File: src/sv/bps_pkg.sv
`default_nettype none
// ----------------------------------------------------------------------------
// bps_pkg
// Shared constants for the buzzer pattern sequencer: tones, sources, register
// indexes, register reset values and pattern phases.
// ----------------------------------------------------------------------------
package bps_pkg;

  localparam int CfgIndexWidth = 3;
  localparam int CfgDataWidth  = 11;

  typedef logic [CfgIndexWidth-1:0] cfg_index_t;
  typedef logic [CfgDataWidth-1:0]  cfg_data_t;
  typedef logic [1:0]               tone_t;
  typedef logic [2:0]               source_t;
  typedef logic [2:0]               phase_t;

  localparam tone_t TONE_BASE = 2'd0;
  localparam tone_t TONE_MID  = 2'd1;
  localparam tone_t TONE_LOW  = 2'd2;

  localparam source_t SRC_NONE    = 3'd0;
  localparam source_t SRC_KEY     = 3'd1;
  localparam source_t SRC_CONFIRM = 3'd2;
  localparam source_t SRC_BATTERY = 3'd3;
  localparam source_t SRC_NOTICE  = 3'd4;

  localparam cfg_index_t REG_KEY_BEEP_LIMIT     = 3'd0;
  localparam cfg_index_t REG_CONFIRM_BEEP_LIMIT = 3'd1;
  localparam cfg_index_t REG_ALARM_ON_TICKS     = 3'd2;
  localparam cfg_index_t REG_ALARM_OFF_TICKS    = 3'd3;
  localparam cfg_index_t REG_ALARM_PAUSE_LIMIT  = 3'd4;
  localparam cfg_index_t REG_NOTICE_TICKS       = 3'd5;

  localparam logic [7:0]  KEY_BEEP_LIMIT_RESET     = 8'd2;
  localparam logic [7:0]  CONFIRM_BEEP_LIMIT_RESET = 8'd100;
  localparam logic [10:0] ALARM_ON_TICKS_RESET     = 11'd80;
  localparam logic [10:0] ALARM_OFF_TICKS_RESET    = 11'd200;
  localparam logic [10:0] ALARM_PAUSE_LIMIT_RESET  = 11'd1410;
  localparam logic [7:0]  NOTICE_TICKS_RESET       = 8'd100;

  localparam phase_t ALARM_PHASE_IDLE  = 3'd0;
  localparam phase_t ALARM_PHASE_GAP_A = 3'd2;
  localparam phase_t ALARM_PHASE_GAP_B = 3'd4;
  localparam phase_t ALARM_PHASE_PAUSE = 3'd7;

  localparam phase_t NOTICE_PHASE_IDLE = 3'd0;
  localparam phase_t NOTICE_PHASE_LAST = 3'd5;

endpackage

`default_nettype wire

File: src/sv/buzzer_pattern_sequencer.sv
`default_nettype none
// ----------------------------------------------------------------------------
// buzzer_pattern_sequencer
// Serves one tick per beat: latches request pulses, runs the highest-priority
// beep pattern and reports buzzer drive, tone and served source.
// ----------------------------------------------------------------------------
//  channel | signals                                         | direction
//  tick    | in_valid, in_stall, key_beep_request,           | in
//          | confirm_request, low_battery_alarm,             |
//          | all_closed_request                              |
//  result  | out_valid, out_stall, buzzer_on, tone_select,   | out
//          | active_source                                   |
//  config  | cfg_write, cfg_index, cfg_data                  | in
//
//  A tick beat lands in an input register, is served from there and its
//  result is captured in the output register; one beat per cycle is
//  sustained while the result is not stalled.
//  Reset clears all sequence state and restores the register defaults.
//  A stalled result holds both stages once the input register is full; the
//  input stage takes a beat while empty or while the output is free or emptied.
// ----------------------------------------------------------------------------
module buzzer_pattern_sequencer (
  input  wire logic                  clk,
  input  wire logic                  rst,
  input  wire logic                  cfg_write,
  input  wire bps_pkg::cfg_index_t   cfg_index,
  input  wire bps_pkg::cfg_data_t    cfg_data,
  input  wire logic                  in_valid,
  output logic                       in_stall,
  input  wire logic                  key_beep_request,
  input  wire logic                  confirm_request,
  input  wire logic                  low_battery_alarm,
  input  wire logic                  all_closed_request,
  output logic                       out_valid,
  input  wire logic                  out_stall,
  output logic                       buzzer_on,
  output bps_pkg::tone_t             tone_select,
  output bps_pkg::source_t           active_source
);
  import bps_pkg::*;

  logic [7:0]  key_beep_limit;
  logic [7:0]  confirm_beep_limit;
  logic [10:0] alarm_on_ticks;
  logic [10:0] alarm_off_ticks;
  logic [10:0] alarm_pause_limit;
  logic [7:0]  notice_ticks;

  logic tick_valid;
  logic tick_key;
  logic tick_confirm;
  logic tick_battery;
  logic tick_notice;
  logic advance;

  logic        key_pending,     key_pending_next;
  logic        confirm_pending, confirm_pending_next;
  logic        notice_pending,  notice_pending_next;
  logic [7:0]  beep_timer,      beep_timer_next;
  phase_t      alarm_phase,     alarm_phase_next;
  logic [10:0] alarm_timer,     alarm_timer_next;
  phase_t      notice_phase,    notice_phase_next;
  logic [7:0]  notice_timer,    notice_timer_next;
  logic        drive_on,        drive_on_next;
  tone_t       tone_reg,        tone_reg_next;
  source_t     source_next;

  logic        key_now, confirm_now, notice_now;
  logic [8:0]  beep_count;
  logic [7:0]  beep_limit;
  logic [11:0] alarm_count;
  logic        alarm_done;
  logic [8:0]  notice_count;

  always_ff @(posedge clk) begin
    if (rst) begin
      key_beep_limit     <= KEY_BEEP_LIMIT_RESET;
      confirm_beep_limit <= CONFIRM_BEEP_LIMIT_RESET;
      alarm_on_ticks     <= ALARM_ON_TICKS_RESET;
      alarm_off_ticks    <= ALARM_OFF_TICKS_RESET;
      alarm_pause_limit  <= ALARM_PAUSE_LIMIT_RESET;
      notice_ticks       <= NOTICE_TICKS_RESET;
    end else if (cfg_write) begin
      unique case (cfg_index)
        REG_KEY_BEEP_LIMIT:     key_beep_limit     <= cfg_data[7:0];
        REG_CONFIRM_BEEP_LIMIT: confirm_beep_limit <= cfg_data[7:0];
        REG_ALARM_ON_TICKS:     alarm_on_ticks     <= cfg_data;
        REG_ALARM_OFF_TICKS:    alarm_off_ticks    <= cfg_data;
        REG_ALARM_PAUSE_LIMIT:  alarm_pause_limit  <= cfg_data;
        REG_NOTICE_TICKS:       notice_ticks       <= cfg_data[7:0];
        default: ;
      endcase
    end
  end

  assign advance  = tick_valid && (!out_valid || !out_stall);
  assign in_stall = tick_valid && !advance;

  always_ff @(posedge clk) begin
    if (rst) begin
      tick_valid <= 1'b0;
    end else if (in_valid && !in_stall) begin
      tick_valid <= 1'b1;
    end else if (advance) begin
      tick_valid <= 1'b0;
    end
  end

  always_ff @(posedge clk) begin
    if (in_valid && !in_stall) begin
      tick_key     <= key_beep_request;
      tick_confirm <= confirm_request;
      tick_battery <= low_battery_alarm;
      tick_notice  <= all_closed_request;
    end
  end

  assign key_now     = key_pending || tick_key;
  assign confirm_now = confirm_pending || tick_confirm;
  assign notice_now  = notice_pending || tick_notice;
  assign beep_limit  = key_now ? key_beep_limit : confirm_beep_limit;
  assign beep_count  = {1'b0, beep_timer} + 9'd1;
  assign alarm_count = {1'b0, alarm_timer} + 12'd1;
  assign notice_count = {1'b0, notice_timer} + 9'd1;

  always_comb begin
    if (alarm_phase == ALARM_PHASE_PAUSE) begin
      alarm_done = alarm_count > {1'b0, alarm_pause_limit};
    end else if (alarm_phase[0]) begin
      alarm_done = alarm_count >= {1'b0, alarm_on_ticks};
    end else begin
      alarm_done = alarm_count >= {1'b0, alarm_off_ticks};
    end
  end

  always_comb begin
    key_pending_next     = key_now;
    confirm_pending_next = confirm_now;
    notice_pending_next  = notice_now;
    beep_timer_next      = beep_timer;
    alarm_phase_next     = alarm_phase;
    alarm_timer_next     = alarm_timer;
    notice_phase_next    = notice_phase;
    notice_timer_next    = notice_timer;
    drive_on_next        = drive_on;
    tone_reg_next        = tone_reg;
    source_next          = SRC_NONE;

    priority if (key_now || confirm_now) begin
      source_next = key_now ? SRC_KEY : SRC_CONFIRM;
      if (beep_timer == 8'd0) begin
        drive_on_next = 1'b1;
        tone_reg_next = key_now ? TONE_BASE : TONE_MID;
      end
      beep_timer_next = beep_count[7:0];
      if (beep_count > {1'b0, beep_limit}) begin
        beep_timer_next = 8'd0;
        drive_on_next   = 1'b0;
        if (key_now) begin
          key_pending_next = 1'b0;
        end else begin
          confirm_pending_next = 1'b0;
        end
      end
    end else if (tick_battery) begin
      source_next = SRC_BATTERY;
      if (alarm_phase == ALARM_PHASE_IDLE) begin
        drive_on_next    = 1'b1;
        tone_reg_next    = TONE_LOW;
        alarm_phase_next = alarm_phase + 3'd1;
        alarm_timer_next = 11'd0;
      end else begin
        alarm_timer_next = alarm_count[10:0];
        if (alarm_done) begin
          alarm_timer_next = 11'd0;
          alarm_phase_next = alarm_phase + 3'd1;
          if (alarm_phase == ALARM_PHASE_GAP_A || alarm_phase == ALARM_PHASE_GAP_B) begin
            drive_on_next = 1'b1;
            tone_reg_next = TONE_LOW;
          end else if (alarm_phase != ALARM_PHASE_PAUSE) begin
            drive_on_next = 1'b0;
          end
        end
      end
    end else if (notice_now) begin
      source_next = SRC_NOTICE;
      if (notice_phase == NOTICE_PHASE_IDLE) begin
        drive_on_next     = 1'b1;
        tone_reg_next     = TONE_MID;
        notice_timer_next = 8'd0;
        notice_phase_next = notice_phase + 3'd1;
      end else if (notice_phase <= NOTICE_PHASE_LAST) begin
        notice_timer_next = notice_count[7:0];
        if (notice_count >= {1'b0, notice_ticks}) begin
          notice_timer_next = 8'd0;
          if (notice_phase[0]) begin
            drive_on_next = 1'b0;
          end else begin
            drive_on_next = 1'b1;
            tone_reg_next = TONE_MID;
          end
          if (notice_phase == NOTICE_PHASE_LAST) begin
            notice_phase_next   = NOTICE_PHASE_IDLE;
            notice_pending_next = 1'b0;
          end else begin
            notice_phase_next = notice_phase + 3'd1;
          end
        end
      end
    end else begin
      drive_on_next    = 1'b0;
      beep_timer_next  = 8'd0;
      alarm_timer_next = 11'd0;
      alarm_phase_next = ALARM_PHASE_IDLE;
    end
  end

  always_ff @(posedge clk) begin
    if (rst) begin
      key_pending     <= 1'b0;
      confirm_pending <= 1'b0;
      notice_pending  <= 1'b0;
      beep_timer      <= 8'd0;
      alarm_phase     <= ALARM_PHASE_IDLE;
      alarm_timer     <= 11'd0;
      notice_phase    <= NOTICE_PHASE_IDLE;
      notice_timer    <= 8'd0;
      drive_on        <= 1'b0;
      tone_reg        <= TONE_BASE;
    end else if (advance) begin
      key_pending     <= key_pending_next;
      confirm_pending <= confirm_pending_next;
      notice_pending  <= notice_pending_next;
      beep_timer      <= beep_timer_next;
      alarm_phase     <= alarm_phase_next;
      alarm_timer     <= alarm_timer_next;
      notice_phase    <= notice_phase_next;
      notice_timer    <= notice_timer_next;
      drive_on        <= drive_on_next;
      tone_reg        <= tone_reg_next;
    end
  end

  always_ff @(posedge clk) begin
    if (rst) begin
      out_valid <= 1'b0;
    end else if (advance) begin
      out_valid <= 1'b1;
    end else if (!out_stall) begin
      out_valid <= 1'b0;
    end
  end

  always_ff @(posedge clk) begin
    if (advance) begin
      buzzer_on     <= drive_on_next;
      tone_select   <= tone_reg_next;
      active_source <= source_next;
    end
  end

endmodule

`default_nettype wire
File: config.mk
export PLATFORM = sky130hd
export DESIGN_NAME = buzzer_pattern_sequencer
export DESIGN_NICKNAME = d
export VERILOG_FILES = /design/src/sv/bps_pkg.sv /design/src/sv/buzzer_pattern_sequencer.sv
export SDC_FILE = /design/constraint.sdc
export NUM_CORES = 1
export LEC_CHECK = 0
export BUFFER_PORTS_ARGS = -buffer_cell sky130_fd_sc_hd__buf_2
export CAP_MARGIN = 20
export CORE_UTILIZATION = 40
export CTS_CLUSTER_DIAMETER = 100
export DETAILED_ROUTE_END_ITERATION = 16
export GPL_TIMING_DRIVEN = 0
export PLACE_DENSITY = 0.68
export SETUP_SLACK_MARGIN = 0.15
export SYNTH_ARGS = -nofsm -noshare
export SYNTH_HDL_FRONTEND = slang
export SYNTH_SLANG_ARGS = --single-unit
File: constraint.sdc
create_clock -name clk -period 4.13 [get_ports clk]
set_clock_uncertainty 0.1 [all_clocks]
set_input_delay 0.413 -clock clk [delete_from_list [all_inputs] [get_ports clk]]
set_output_delay 0.413 -clock clk [all_outputs]
set_load 0.005 [all_outputs]
== Word-level counts from Yosys, hierarchy flattened ==
Cells that the tools add are included.
Storage, ports and cells
  bits in registers: 108
  bits of input ports: 23
  output and inout bits: 8
Operators by class
  add/subtract/negate cells: 5
  magnitude comparators: 6
  equality and inequality tests: 15
  mux-type cells: 67
  bitwise gates (word level): 2
  reductions and logical operators: 31
Operator list (count)
  8-bit two-way mux: 8
  11-bit two-way mux: 4
  3-bit two-way mux: 11
  1-bit two-way mux: 32
  12-bit by 11-bit greater-or-equal comparator with 1-bit output: 2
  2-bit two-way mux: 12
  8-bit by 1-bit adder with 9-bit output (second input constant): 2
  3-bit equality test (second input constant): 5
  11-bit by 1-bit adder with 12-bit output (second input constant): 1
  12-bit by 11-bit > comparator with 1-bit output: 1
  2-bit AND reduction: 6
  3-bit by 2-bit equality test with 1-bit output (second input constant): 3
  9-bit by 8-bit greater-or-equal comparator with 1-bit output: 1
  9-bit by 8-bit > comparator with 1-bit output: 1
  3-bit logical NOT: 3
  8-bit logical NOT: 1
  3-bit by 1-bit adder with 3-bit output (second input constant): 2
  1-bit logical OR: 6
  2-bit by 1-bit inequality test with 1-bit output (second input constant): 3
  3-bit AND reduction: 2
  6-bit AND reduction: 1
  2-bit nonzero test: 3
  5-bit AND reduction: 1
  1-bit logical NOT: 4
  other kinds (8): 11

== Depth between registers and ports, before layout ==
Gate-level depths: netlist of run 1.
  depth in word-level cells: 8
  mapped depth: 14

== Least setup slack after synthesis of run 1 ==
OpenSTA, ideal clock, no wires.
  path type: register -> register
  start: register alarm_timer[0]
  end: register buzzer_on, data pin
  setup time: 0.265 ns
  data arrival time: 3.163 ns
  data required time: 3.765 ns
  setup slack: 0.602 ns
  stages on the path, launching flop included: 14
  cells stage by stage: dfxtp_1 -> ha_1 -> and3_1 -> and3_1 -> and3_1 -> nand3_1 -> xnor2_1 -> ha_1 -> nand3_1 -> or4_1 -> a32oi_2 -> o31ai_1 -> a211oi_1 -> nand2_1
Between the ends
  longest elaborated chain between the ends: 8
  elaborated cells between the ends (all ways): 10
Ends and longest elaborated chain
  start: declaration: line buzzer_pattern_sequencer.sv:61  | logic [10:0] alarm_timer, alarm_timer_next;
  start signal: assignment: line buzzer_pattern_sequencer.sv:236  | alarm_timer <= alarm_timer_next;
  11-bit by 1-bit adder with 12-bit output *: line buzzer_pattern_sequencer.sv:123  | assign alarm_count = {1'b0, alarm_timer} + 12'd1;
  12-bit by 11-bit greater-or-equal comparator with 1-bit output, on equally long branches: line buzzer_pattern_sequencer.sv:132, buzzer_pattern_sequencer.sv:130
  1-bit two-way mux: line buzzer_pattern_sequencer.sv:129  | end else if (alarm_phase[0]) begin
  1-bit two-way mux *: line buzzer_pattern_sequencer.sv:127  | if (alarm_phase == ALARM_PHASE_PAUSE) begin
  1-bit two-way mux *: line buzzer_pattern_sequencer.sv:174  | if (alarm_done) begin
  1-bit two-way mux *: line buzzer_pattern_sequencer.sv:167  | if (alarm_phase == ALARM_PHASE_IDLE) begin
  1-bit two-way mux *: line buzzer_pattern_sequencer.sv:165  | end else if (tick_battery) begin
  1-bit two-way mux *: line buzzer_pattern_sequencer.sv:149  | priority if (key_now || confirm_now) begin
  named net drive_on_next: line buzzer_pattern_sequencer.sv:64  | logic drive_on, drive_on_next;
  end signal: assignment: line buzzer_pattern_sequencer.sv:256  | buzzer_on <= drive_on_next;
  end: declaration: line buzzer_pattern_sequencer.sv:36  | output logic buzzer_on,
The timed path passes the listed nets; every way through them passes the cells marked *.
A chain may end at the register's enable or synchronous reset.

== Worst setup path after layout of run 1 ==
  start: register alarm_timer[0]
  end: register tone_select[1], data pin
Between the ends
  longest elaborated chain between the ends: 8
  elaborated cells between the ends (all ways): 10
Ends and longest elaborated chain
  11-bit by 1-bit adder with 12-bit output *: line buzzer_pattern_sequencer.sv:123
  12-bit by 11-bit greater-or-equal comparator with 1-bit output, on equally long branches: line buzzer_pattern_sequencer.sv:132, buzzer_pattern_sequencer.sv:130
  1-bit two-way mux: line buzzer_pattern_sequencer.sv:129
  1-bit two-way mux *: line buzzer_pattern_sequencer.sv:127
  2-bit two-way mux *: line buzzer_pattern_sequencer.sv:174
  2-bit two-way mux *: line buzzer_pattern_sequencer.sv:167
  2-bit two-way mux *: line buzzer_pattern_sequencer.sv:165
  2-bit two-way mux *: line buzzer_pattern_sequencer.sv:149
  named net tone_reg_next[1]: line buzzer_pattern_sequencer.sv:65  | tone_t tone_reg, tone_reg_next;
  end signal: assignment: line buzzer_pattern_sequencer.sv:257  | tone_select <= tone_reg_next;
  end: declaration: line buzzer_pattern_sequencer.sv:37  | output bps_pkg::tone_t tone_select,
Marked as above.

==> results of run 1 <==
-- critical path, stage by stage (launching register included) --
cell       delay, ns
dfxtp_4         0.42
ha_2            0.23
and3_1          0.22
and3_1          0.22
and3_1          0.20
nand3_1         0.13
xnor2_2         0.26
ha_1            0.31
nand3_1         0.13
a21oi_1         0.08
a2111oi_2       0.37
a32oi_4         0.16
o21a_4          0.28
buf_4           0.15
o211ai_1        0.15
nand3b_1        0.11
-- metrics by stage --
stage                     setup WS (ns)  std cells
final                             0.359       1029
after CTS                         0.165       1027
after global routing              0.169       1029
after detailed placement         -0.123       1010
after global placement          -0.0602       1010
after floorplan                   0.602        770
-- metal layers --
layer	vias up	track usage, %
met5	-	0
met4	0	6.44
met3	20	3.73
met2	106	33.9
met1	2518	26.7
li1	2772	-
-- power groups by stage --
stage          clock [W]  combinational (W)  sequential, W
6_report        0.000816           0.000201        0.00110
5_1_grt         0.000875           0.000225        0.00110
4_1_cts         0.000835           0.000199        0.00110
3_5_place_dp           0           0.000197        0.00113
3_3_place_gp           0           0.000195        0.00113
2_1_floorplan          0           0.000126        0.00112
-- final timing paths --
path / endpoint / slack [ns] / depth (start not counted)
worst max-delay path: tone_select[1] / 0.36 / 15
worst min-delay path: tick_confirm / 0.13 / 1
worst max register to register: tone_select[1] / 0.36 / 15
worst min register to register: alarm_off_ticks[2] / 0.36 / 2
-- repair_timing --
item                                    in CTS  in global routing
endpoints found under the setup margin      20                 25
buffers inserted                             1                  2
resized for setup                            6                  9
pin swaps                                    1                  5
-- logic make-up (layout without fill, tap and decap cells) --
logic type               Yosys count  after routing  share of synthesized area (%)
AND/OR/NAND/NOR                  329            329                           25.6
multiplexers                      11             11                           1.77
adder cells (fa/ha/maj)           60             60                           11.9
XOR/XNOR                          28             28                           3.90
AO/OA/AOI/OAI                    158            158                           16.2
buffers and inverters             76            124                           4.54
flip-flops                       108            108                           36.0
-- placed cells by master, fill, tap and decap left out, drive strengths merged, types with 6 or more instances in the layout --
cell type    n
nor2        54
nor2b        9
dfxtp       98
a21oi       66
a211oi       6
clkbuf      36
a31oi        6
edfxtp      10
buf         34
nand2b      10
nor3        11
nand4        6
inv         49
ha          60
xor2        11
nand2      147
mux2i       10
a22oi        8
o21ai       29
xnor2       17
and3        17
nand3       29
nand3b      22
-- area by class of cell --
cell class / instances / area (um^2) / area share, %
Multi-Input combinational cell: 586 / 3780 / 53.7
Clock inverter: 6 / 41.3 / 0.587
Tap cell: 211 / 264 / 3.75
Clock buffer: 10 / 229 / 3.25
Buffer: 28 / 108 / 1.53
Inverter: 48 / 180 / 2.56
Timing Repair Buffer: 32 / 168 / 2.38
Sequential cell: 108 / 2270 / 32.2
==> run_results.csv, run 1 <==
group,metric,value,unit
timing,slew_viol_final,0,
power_and_ir_drop,peakVddDrop,0.225,mV
yosys,synth_area_per_cell,8.16,um^2
power_and_ir_drop,power_switching,0.000555,W
global_route,grt_first_pass_wirelength,25.7,mm
route,top_layer_used,"met4",
cts,ctsHtreeMaxLevel,3,
yosys,synth_nets,853,
timing,rsz0062_at_grt,"false",
die,die-area,0.0162,mm^2
global_route,grt_pass1_vias,5141,
power_and_ir_drop,p_total,0.00212,W
route,remaining_drc_errors,0,
route,wl_met3,681,um
die,chipWidth,127,um
yosys,ys_seq_area_share,36.0,%
timing,timing.setup.tns,0,ns
yosys,syn_area,0.00628,mm^2
yosys,synth_area_leaders,"dfxtp_1 (31%), ha_1 (12%), nand2_1 (8.8%), a21oi_1 (5.3%), edfxtp_1 (4.8%)",
global_route,gr-total-overflow,0,
cts,ctsLongestPathBuffers,2,
power_and_ir_drop,p_int,0.00156,W
yosys,yosysTopAreaCellShare,31.2,%
cts,cts_buffers,9,
yosys,synth.most_common_cell,"nand2_1",
route,wire_per_inst,15.0,um
timing,fin_hold_ws,0.127,ns
cts,clkTransAtPathRegs,0.08,ns
die,boundaryPins,31,
yosys,ys_types,61,
setup_path,crit_required,4.14,ns
setup_path,end_kind,"register",
layout,n_fill_cell,1506,
route,vias,5416,
yosys,async_reset_ff_share,0,%
cts,clk_latency,0.36,ns
power_and_ir_drop,pwr-share-comb,9.5,%
setup_path,path_max_fanout,9,
cts,cts_tree,"done",
die,die_h,127,um
yosys,postSynthCellCount,770,
run,max_cap_violations,0,
timing,setup_violations,0,
die,core.rowCount,45,
global_route,grt_start_max_net_pins,19,
power_and_ir_drop,p_clk_share,38.5,%
yosys,synth_edf_count,10,
route,wl_met1,7.27,mm
layout,drive_above_1_share,9.29,%
die,initial_core_util,41.2,%
layout,num-nets-final,896,
timing,clock.fmax,265,MHz
yosys,yosys_warnings,0,
placed_design,post-dp-hpwl,11.7,mm
placed_design,port_buffers,29,
layout,final_util,46.1,%
setup_path,worstSetupStartpoint,"alarm_timer[0]",
timing,hold_violations,0,
setup_path,cp.arrival,3.78,ns
timing,min_period,3.77,ns
global_route,antenna_found_initial,0,
placed_design,place_area,0.00669,mm^2
route,drt-initial-drc-count,471,
layout,area_growth,12.0,%
die,core-area,0.0153,mm^2
power_and_ir_drop,power.density,301,mW/mm^2
layout,diodes,0,
route,viasPerCell,5.26,
yosys,ys_ff_latch,108,
min_path,hold_class,"primary input to register",
cts,cts_sinks,108,
setup_path,cp-start-kind,"register",
global_route,track_usage,20.4,%
yosys,ys_dominant_reg_cell,"dfxtp_1",
setup_path,r2r-start,"alarm_timer[0]",
power_and_ir_drop,swShare,26.2,%
status,status,"finished, final reports clean",
route,drt_pre_antenna_iters,6,
yosys,synthTopCellsByCount,"nand2_1 (147), dfxtp_1 (98), a21oi_1 (66), ha_1 (60), nor2_1 (54)",
cts,cts_hold_buf,0,
route,drtAntennaViolNets,0,
timing,slew_headroom,51.5,%
power_and_ir_drop,seqPwrFrac,52.0,%
min_path,worstHoldStart,"confirm_request",
timing,tightest_slew,0.728,ns
timing,timing.final.crit_share,91.3,%
route,wirelength,15.5,mm
layout,final_area,0.00704,mm^2
placed_design,place.gp.congestion,0.876,
route,dr_wl_met2,7.24,mm
power_and_ir_drop,total_leakage_power,2.93,nW
cts,cts_root_buf,"clkbuf_16",
setup_path,critical_path_class,"register to register",
yosys,yosysTopAreaCell,"dfxtp_1",
(Power assumes the default switching activity.)
==> inputs of run 2 (changes only) <==
--- a/config.mk
+++ b/config.mk
@@ -6,7 +6,7 @@
 export NUM_CORES = 1
 export LEC_CHECK = 0
 export BUFFER_PORTS_ARGS = -buffer_cell sky130_fd_sc_hd__buf_2
-export CAP_MARGIN = 20
+export CAP_MARGIN = 10
 export CORE_UTILIZATION = 40
 export CTS_CLUSTER_DIAMETER = 100
 export DETAILED_ROUTE_END_ITERATION = 16
==> constraint.sdc (replaced) <==
create_clock -name clk -period 4.5 [get_ports clk]
set_clock_uncertainty 0.1 [all_clocks]
set_input_delay 0.45 -clock clk [delete_from_list [all_inputs] [get_ports clk]]
set_output_delay 0.45 -clock clk [all_outputs]
set_load 0.005 [all_outputs]
==> run 2 against run 1 <==
  * Global-route usage grew 0.061 points
  * Clock-buffer cell count is the same
  * Die area unchanged
  * Maximum frequency decreased by 5.1%
  * Critical path depth fell by 2
  * Hold slack better by 0.035 ns
  * Wire length decreased by 0.26%
  * Design area fell by 0.69%
  * Worst setup slack improved by 0.17 ns
  * Core utilization shrank 0.32 points
  * Combinational power fell by 9%
  * Non-clock buffer count fell by 3
  * Critical path type unchanged
  * Critical endpoint is now buzzer_on
  * Largest cell class unchanged
==> run_results.csv, run 2 (synthesis gave the netlist of run 1 again) <==
group,metric,value,unit
cts,cts_tree,"done",
global_route,grt_start_max_net_pins,19,
layout,layout.cells.most_common,"nand2_1",
min_path,hold_class,"primary input to register",
timing,hold_violations,0,
power_and_ir_drop,power.density,278,mW/mm^2
route,vias,5394,
die,die_h,127,um
layout,num-nets-final,893,
die,chipWidth,127,um
timing,slew_headroom,48.1,%
die,core-area,0.0153,mm^2
min_path,whs_path_depth,1,
status,status,"finished, final reports clean",
setup_path,regToRegEndpoint,"buzzer_on",
setup_path,critical_path_class,"register to register",
timing,fin_hold_ws,0.162,ns
global_route,grt_first_pass_wirelength,25.8,mm
placed_design,port_buffers,29,
setup_path,end_kind,"register",
power_and_ir_drop,peakVddDrop,0.210,mV
route,drt-initial-drc-count,398,
global_route,grt_pass1_vias,5140,
timing,rsz0062_at_grt,"false",
global_route,antenna_found_initial,0,
die,boundaryPins,31,
layout,drive_above_1_share,8.10,%
layout,final_cell_mix,"nand2_1 (147), dfxtp_1 (97), a21oi_1 (66)",
setup_path,crit_slowest_cell,"or4_1",
route,wirelength,15.4,mm
setup_path,r2r-start,"alarm_timer[0]",
power_and_ir_drop,total_leakage_power,2.91,nW
setup_path,crit_required,4.52,ns
cts,cts_root_buf,"clkbuf_16",
setup_path,cp-start-kind,"register",
timing,setup_violations,0,
timing,timing.final.crit_share,88.3,%
timing,slew_viol_final,0,
die,die-area,0.0162,mm^2
cts,cts_sinks,108,
global_route,gr-total-overflow,0,
placed_design,post-dp-hpwl,11.7,mm
setup_path,cp.arrival,3.99,ns
timing,tightest_slew,0.778,ns
timing,clock.fmax,252,MHz
timing,timing.setup.tns,0,ns
global_route,track_usage,20.4,%
cts,clk_latency,0.36,ns
cts,ctsHtreeMaxLevel,3,
layout,diodes,0,
route,remaining_drc_errors,0,
setup_path,cp_common_cell,"and3_1",
setup_path,cpPeakStageDelay,0.60,ns
route,viasPerCell,5.26,
setup_path,r2r_setup_slack,0.52,ns
placed_design,dp.cells,1010,
route,drtAntennaViolNets,0,
setup_path,crit_chain,"ha_1, and3_1, and3_1, and3_1, nand3_1, xnor2_2, ha_1, nand3_1, or4_1, a32oi_4, o31ai_1, a211oi_1, nand2_1",
cts,clkTransAtPathRegs,0.08,ns
min_path,holdPathEnd,"tick_confirm",
layout,layoutNonFillerInstCount,1026,
run,max_cap_violations,0,
layout,area_growth,11.2,%
cts,ctsLongestPathBuffers,2,
cts,post_cts_buffers,0,
min_path,worstHoldStart,"confirm_request",
die,initial_core_util,41.2,%
timing,min_period,3.98,ns
route,wire_per_inst,15.0,um
setup_path,path_max_fanout,9,
setup_path,reg2regPathDepth,13,
placed_design,place.gp.congestion,0.876,
die,core.rowCount,45,
route,drt_pre_antenna_iters,5,
cts,cts_buffers,9,
run 2: critical path: cells and delay by family (launching register included):
kind,cells,cell delay (ns)
compound gates,3,0.81
xor+xnor,1,0.20
fa+ha+maj,2,0.59
flops,1,0.45
simple gates,7,1.57
run 2: power breakdown:
part           switching [W]  internal, W  leakage [nW]
clock network       0.000376     0.000376         0.125
logic               0.000119    0.0000639          1.89
registers          0.0000165     0.000995         0.889
run 2: worst max-delay path by stage:
stage,startpoint,end,slack (ns)
6_report,alarm_timer[0],buzzer_on,0.52
5_1_grt,tick_key,beep_timer[0],0.20
4_1_cts,alarm_timer[0],buzzer_on,0.23
3_5_place_dp,alarm_timer[0],buzzer_on,0.25
3_3_place_gp,alarm_timer[0],buzzer_on,0.31
2_1_floorplan,alarm_timer[0],buzzer_on,0.97
run 2: layout make-up:
cell class                      instances  area (um^2)
Fill cell                            1508         8270
Multi-Input combinational cell        586         3760
Sequential cell                       108         2260
Tap cell                              211          264
Clock buffer                           10          229
Inverter                               48          180
Timing Repair Buffer                   29          145
Buffer                                 28          105
Clock inverter                          6         41.3
run 2: metrics by stage:
stage	power (W)	setup WS [ns]	util (%)	instance area, um^2
6_report	0.00195	0.525	45.8	6990
5_1_grt	0.00202	0.200	45.8	6990
4_1_cts	0.00196	0.230	45.6	6960
3_5_place_dp	0.00121	0.247	43.9	6690
3_3_place_gp	0.00121	0.310	43.9	6690
2_1_floorplan	0.00114	0.972	-	6280
run 2: per-layer routing:
metal,wire (um),track usage (%),vias up
li1,-,-,2769
met1,7250,26.8,2490
met2,7220,33.9,117
met3,687,3.73,18
met4,262,6.72,0
met5,0,0,-
run 2: what timing repair did:
action / in CTS / in global routing
resized for setup: 0 / 5
endpoints found under the setup margin: 0 / 20
hold buffers: 0 / 0
